### src/hw/rtl/ufwb_pkg.sv
// ----------------------------------------------------------------------------
// ufwb_pkg - shared types and constants for the union-find wall breaker
// Item formats, store geometry, register indexes and the command/status
// bundles between the controller and the datapath.
// ----------------------------------------------------------------------------
`default_nettype none

package ufwb_pkg;

  // Grid limits and store geometry
  localparam int MAX_WIDTH  = 32;
  localparam int MAX_HEIGHT = 32;
  localparam int CELLS      = MAX_WIDTH * MAX_HEIGHT;
  localparam int CELL_W     = $clog2(CELLS);

  // Field widths
  localparam int COORD_W = 5;
  localparam int RAND_W  = 16;
  localparam int GRID_W  = 6;
  localparam int THR_W   = 17;
  localparam int RANK_W  = 4;
  localparam int PROD_W  = COORD_W + GRID_W;

  localparam logic [RANK_W-1:0] RANK_MAX = {RANK_W{1'b1}};

  // Configuration port
  localparam int CFG_IDX_W  = 2;
  localparam int CFG_DATA_W = THR_W;

  localparam logic [CFG_IDX_W-1:0] CFG_GRID_WIDTH     = 2'd0;
  localparam logic [CFG_IDX_W-1:0] CFG_GRID_HEIGHT    = 2'd1;
  localparam logic [CFG_IDX_W-1:0] CFG_LOOP_THRESHOLD = 2'd2;

  typedef logic [CELL_W-1:0] cell_t;
  typedef logic [RANK_W-1:0] rank_t;

  // One wall to consider
  typedef struct packed {
    logic [COORD_W-1:0] cell_x;
    logic [COORD_W-1:0] cell_y;
    logic               toward_south;
    logic [RAND_W-1:0]  random_value;
  } in_item_t;

  // Outcome for one wall
  typedef struct packed {
    logic open_wall;
    logic components_joined;
    logic bad_edge;
  } out_item_t;

  // Controller to datapath
  typedef struct packed {
    logic clear_wr;     // clearing pass: write one entry of each store
    logic load_item;    // capture the incoming beat
    logic load_nodes;   // register both cell indices
    logic side;         // 0: first cell, 1: neighbour
    logic walk_start;   // walk pointer to the selected cell, read it
    logic walk_follow;  // walk pointer to the parent just read
    logic save_root;    // current node is the root
    logic compress_wr;  // point current node straight at the root
    logic save_root_a;  // keep root of the first cell
    logic rank_sel_b;   // rank read address: 0 first root, 1 second root
    logic save_rank_a;  // keep rank of the first root
    logic union_wr;     // link the two roots
    logic set_bad;
    logic set_loop;
    logic set_union;
    logic load_out;     // move result into the output register
  } cmd_t;

  // Datapath to controller
  typedef struct packed {
    logic clr_last;
    logic bad;
    logic found;
    logic at_root;
    logic same_root;
  } status_t;

endpackage

`default_nettype wire

### src/hw/rtl/ufwb_ctrl.sv
// ----------------------------------------------------------------------------
// ufwb_ctrl - sequencer for the union-find wall breaker
// Runs the clearing pass, the two root searches with compression, the
// rank-based link and the output handshake.
// ----------------------------------------------------------------------------
`default_nettype none

module ufwb_ctrl (
  input  wire                clk,
  input  wire                rst_n,
  input  wire                in_valid,
  output logic               in_stall,
  output logic               out_valid,
  input  wire                out_stall,
  input  ufwb_pkg::status_t  sts,
  output ufwb_pkg::cmd_t     cmd
);
  import ufwb_pkg::*;

  localparam logic [3:0] S_CLEAR  = 4'd0;
  localparam logic [3:0] S_IDLE   = 4'd1;
  localparam logic [3:0] S_CHECK  = 4'd2;
  localparam logic [3:0] S_LAUNCH = 4'd3;
  localparam logic [3:0] S_FIND   = 4'd4;
  localparam logic [3:0] S_COMP   = 4'd5;
  localparam logic [3:0] S_RANK_A = 4'd6;
  localparam logic [3:0] S_RANK_B = 4'd7;
  localparam logic [3:0] S_UNION  = 4'd8;
  localparam logic [3:0] S_DONE   = 4'd9;

  logic [3:0] state_r, state_nxt;
  logic       side_r, side_nxt;
  logic       out_valid_r, out_valid_nxt;

  // Next state and commands
  always_comb begin
    state_nxt = state_r;
    side_nxt  = side_r;
    cmd       = '0;
    cmd.side  = side_r;
    unique case (state_r)
      S_CLEAR: begin
        cmd.clear_wr = 1'b1;
        if (sts.clr_last) state_nxt = S_IDLE;
      end
      S_IDLE: begin
        if (in_valid) begin
          cmd.load_item = 1'b1;
          state_nxt     = S_CHECK;
        end
      end
      S_CHECK: begin
        if (sts.bad) begin
          cmd.set_bad = 1'b1;
          state_nxt   = S_DONE;
        end else begin
          cmd.load_nodes = 1'b1;
          side_nxt       = 1'b0;
          state_nxt      = S_LAUNCH;
        end
      end
      S_LAUNCH: begin
        cmd.walk_start = 1'b1;
        state_nxt      = S_FIND;
      end
      // chase parents until a node points at itself, then restart for compression
      S_FIND: begin
        if (sts.found) begin
          cmd.save_root  = 1'b1;
          cmd.walk_start = 1'b1;
          state_nxt      = S_COMP;
        end else begin
          cmd.walk_follow = 1'b1;
        end
      end
      // rewrite every node on the path to point at the root
      S_COMP: begin
        if (sts.at_root) begin
          if (!side_r) begin
            cmd.save_root_a = 1'b1;
            side_nxt        = 1'b1;
            state_nxt       = S_LAUNCH;
          end else begin
            state_nxt = S_RANK_A;
          end
        end else begin
          cmd.compress_wr = 1'b1;
          cmd.walk_follow = 1'b1;
        end
      end
      S_RANK_A: begin
        if (sts.same_root) begin
          cmd.set_loop = 1'b1;
          state_nxt    = S_DONE;
        end else begin
          state_nxt = S_RANK_B;
        end
      end
      S_RANK_B: begin
        cmd.save_rank_a = 1'b1;
        cmd.rank_sel_b  = 1'b1;
        state_nxt       = S_UNION;
      end
      S_UNION: begin
        cmd.union_wr  = 1'b1;
        cmd.set_union = 1'b1;
        state_nxt     = S_DONE;
      end
      S_DONE: begin
        if (!out_valid_r || !out_stall) begin
          cmd.load_out = 1'b1;
          state_nxt    = S_IDLE;
        end
      end
      default: state_nxt = S_CLEAR;
    endcase
  end

  // Output beat valid
  always_comb begin
    priority if (cmd.load_out) out_valid_nxt = 1'b1;
    else if (!out_stall)       out_valid_nxt = 1'b0;
    else                       out_valid_nxt = out_valid_r;
  end

  always_ff @(posedge clk) begin
    if (!rst_n) begin
      state_r     <= S_CLEAR;
      side_r      <= 1'b0;
      out_valid_r <= 1'b0;
    end else begin
      state_r     <= state_nxt;
      side_r      <= side_nxt;
      out_valid_r <= out_valid_nxt;
    end
  end

  assign in_stall  = (state_r != S_IDLE);
  assign out_valid = out_valid_r;

endmodule

`default_nettype wire

### config.mk
export PLATFORM = sky130hd
export DESIGN_NAME = ufwb_ctrl
export DESIGN_NICKNAME = d
export VERILOG_FILES = /design/src/hw/rtl/ufwb_pkg.sv /design/src/hw/rtl/ufwb_ctrl.sv
export SDC_FILE = /design/constraint.sdc
export NUM_CORES = 1
export LEC_CHECK = 0
export BUFFER_PORTS_ARGS = -buffer_cell sky130_fd_sc_hd__buf_2
export CAP_MARGIN = 20
export CORE_AREA = 2 2 39 41
export DETAILED_ROUTE_END_ITERATION = 8
export DIE_AREA = 0 0 41 43
export GPL_TIMING_DRIVEN = 0
export PLACE_DENSITY = 0.81
export RECOVER_POWER = 50
export SLEW_MARGIN = 20
export SYNTH_ARGS = -nofsm -noshare
export SYNTH_HDL_FRONTEND = slang
export SYNTH_SLANG_ARGS = --single-unit
### constraint.sdc
create_clock -name clk -period 2.15 [get_ports clk]
set_clock_uncertainty 0.1 [all_clocks]
set_input_delay 0.43 -clock clk [delete_from_list [all_inputs] [get_ports clk]]
set_output_delay 0.43 -clock clk [all_outputs]
set_load 0.05 [all_outputs]
==> metrics <==
gr ovfl total 0; site row count 14; antenna-violating nets left 0; Die X 41 um; XOR/XNOR share of the synthesized area 0; effective utilization at floorplan 0.391; footprint of the multi-input gates 382 um2; Mapped Area 541 um2; total number of vias 620; max-cap violations 0; fill count 152; post-synthesis simple-gate area fraction 0.368; WS Path Type flop to output pin; Buffers on Ports 26; most frequent cells in the layout buf_2, buf_4, clkbuf_4; Internal 0.235 mW; register-to-register path setup slack 0.23 ns; first-pass GRT wire length 2470 um; metal3 WL 70 um; Leakage 0.349 nW; CTS clock-pin slew for the worst setup and hold paths 0.04 ns; Top Ports 27; Initial DRC Count 10; Hold Path End state_r[0]; commonest non-fill, non-tap cell in the layout buf_2; Routed WL per cell 12.8 um; Mapped Cells 72; worst r2r dst state_r[0]; hold path depth 3; Pwr Total 0.386 mW; Tcrit/Tclk final 0.965; Worst setup EP type output pin; Arr. time, crit path 1.54 ns; H-tree depth 1; hold path start rst_n; RSZ-0062 raised after global routing false; fmax 482 MHz; layout cell share with drive strength beyond 1 0.455; flops & latches, synth 6; top cells by area, synth dfxtp_1, nand2b_1, a21oi_1; hpwl dp 1130 um; Max Slew Vio Count 0; final worst slack 0.0752 ns; largest family of logic cells by synthesized area simple AND/OR/NAND/NOR gates; Synth Area in Adders 0; CTS Buf Count 3; vias per inst 5.30; antenna violations before repair 0; nets 112; Worst Hold Class input port to flop; CTS tree done; Slew HR 0.473; area of the core 1380 um2; die area 1760 um2; Synth Area in Compound Gates 0.243; Req. time, crit path 1.62 ns; critical path peak fanout 10; P&R area growth vs syn 42.1%; switching portion of total power 0.391; switching pwr 0.151 mW; DR WL met2 764 um; largest net degree at the start of global routing 11; mux contribution to synthesized area 0.0370; leading area contributor after synthesis dfxtp_1; TNS Setup 0 ns; worst reg2reg path depth 5; worst vdd ir 269 uV; ant diodes 0; Sequential Power Share 0.311; sequential fraction of the synthesis area 0.222; startpoint class of the critical path flop; met1 WL 657 um; power density cells 502 nW/um2; Skew-Pair Late Insertion Delay 0.24 ns; RePlAce Congestion 0.848; drt drc 0; Worst-Margin Slew 0.771 ns; syn_area_per_cell 7.51 um2; Yosys cell types 28; yosys warns 0; r2r startpoint state_r[3]; Final min period 2.07 ns; Synth top area share 0.222; DR top layer met4; WL final 1500 um; clk sinks 6; Reg area 121 um2; first-pass iteration count of the detailed router 4; syn_nets 81; Clk pwr share 0.264; Root Driver clkbuf_4; Hold Vio Cnt, Final 0; final setup vio count 0; Post CTS Setup Buffer Count 0; Max clock buf depth 2; DP Worst Slack 0.0549 ns; Gate power share 0.424; Die Height 43 um; All-Layer GR Usage 0.197; status completed; vias in the first global route 604
logic make-up after synthesis:
kind of cell | count (synthesis)
buf+inv | 12
simple gates | 35
compound gates | 17
flops | 6
mux | 2
area by class of cell:
type	count	share of cell area
multi-input combinational	54	0.497
timing repair buffer	26	0.181
sequential	6	0.158
buffer	10	0.0993
clock buffer	3	0.0293
tap	16	0.0261
inverter	2	0.00977
routing by layer:
metal,vias up,track usage
li1,316,-
met1,279,0.253
met2,23,0.316
met3,2,0.0471
met4,0,0.0467
met5,-,0
synthesized netlist by cell type:
master,n
a21oi_1,6
dfxtp_1,6
nor2_1,6
nand2b_1,5
and3_1,4
buf_4,4
nand2_1,4
a211oi_1,3
clkbuf_1,3
nand3b_1,3
nor2b_1,3
nor3_1,3
o21ai_0,3
buf_2,2
inv_1,2
mux2i_1,2
nor4_1,2
a2111oi_0,1
a2111oi_4,1
a211oi_2,1
and2b_1,1
buf_6,1
nand4_1,1
nor4b_1,1
o22ai_1,1
o41ai_1,1
or2_1,1
or2b_1,1
power groups by stage:
| stage | registers, mW | clock network, mW | logic, mW |
|---|---|---|---|
| after floorplan | 0.121 | 0 | 0.126 |
| after global placement | 0.121 | 0 | 0.161 |
| after detailed placement | 0.122 | 0 | 0.162 |
| after CTS | 0.119 | 0.107 | 0.167 |
| after global routing | 0.121 | 0.116 | 0.176 |
| final | 0.120 | 0.102 | 0.164 |
sequential cells by signal, indices dropped and copies added, names as in the netlist:
name       count
side_r         1
out_valid      1
state_r        4
how the worst max path moves through the flow:
stage	cells past startpoint	to	from	slack (ns)
finish	5	cmd[4]	state_r[1]	0.08
global route	5	cmd[4]	state_r[1]	0.003
CTS	5	cmd[8]	state_r[0]	0.02
detailed placement	5	cmd[8]	state_r[0]	0.05
global placement	6	cmd[6]	state_r[0]	0.05
floorplan	4	cmd[4]	state_r[2]	-0.09
what timing repair did:
| action | CTS | global route |
|---|---|---|
| cloned | 0 | 0 |
| gates resized for setup | 8 | 13 |
| pin swaps | 0 | 0 |
| endpoints found under the setup margin | 8 | 8 |
| hold buffers | 0 | 0 |
critical path, cell delays in order (launching register included):
cell,delay [ns]
dfxtp_1,0.31
clkbuf_2,0.18
or2b_1,0.30
nor3_2,0.15
buf_4,0.13
buf_2,0.24
per-stage QoR:
stage / cell area, um2 / hold WS, ns / util / cells
finish: 768 / 0.380 / 0.555 / 117
global route: 768 / 0.394 / 0.555 / 117
CTS: 764 / 0.375 / 0.552 / 117
detailed placement: 726 / 0.395 / 0.524 / 114
global placement: 726 / 0.393 / 0.524 / 114
floorplan: 576 / 0.371 / - / 72
No activity file was read; power rests on OpenSTA's default activity.
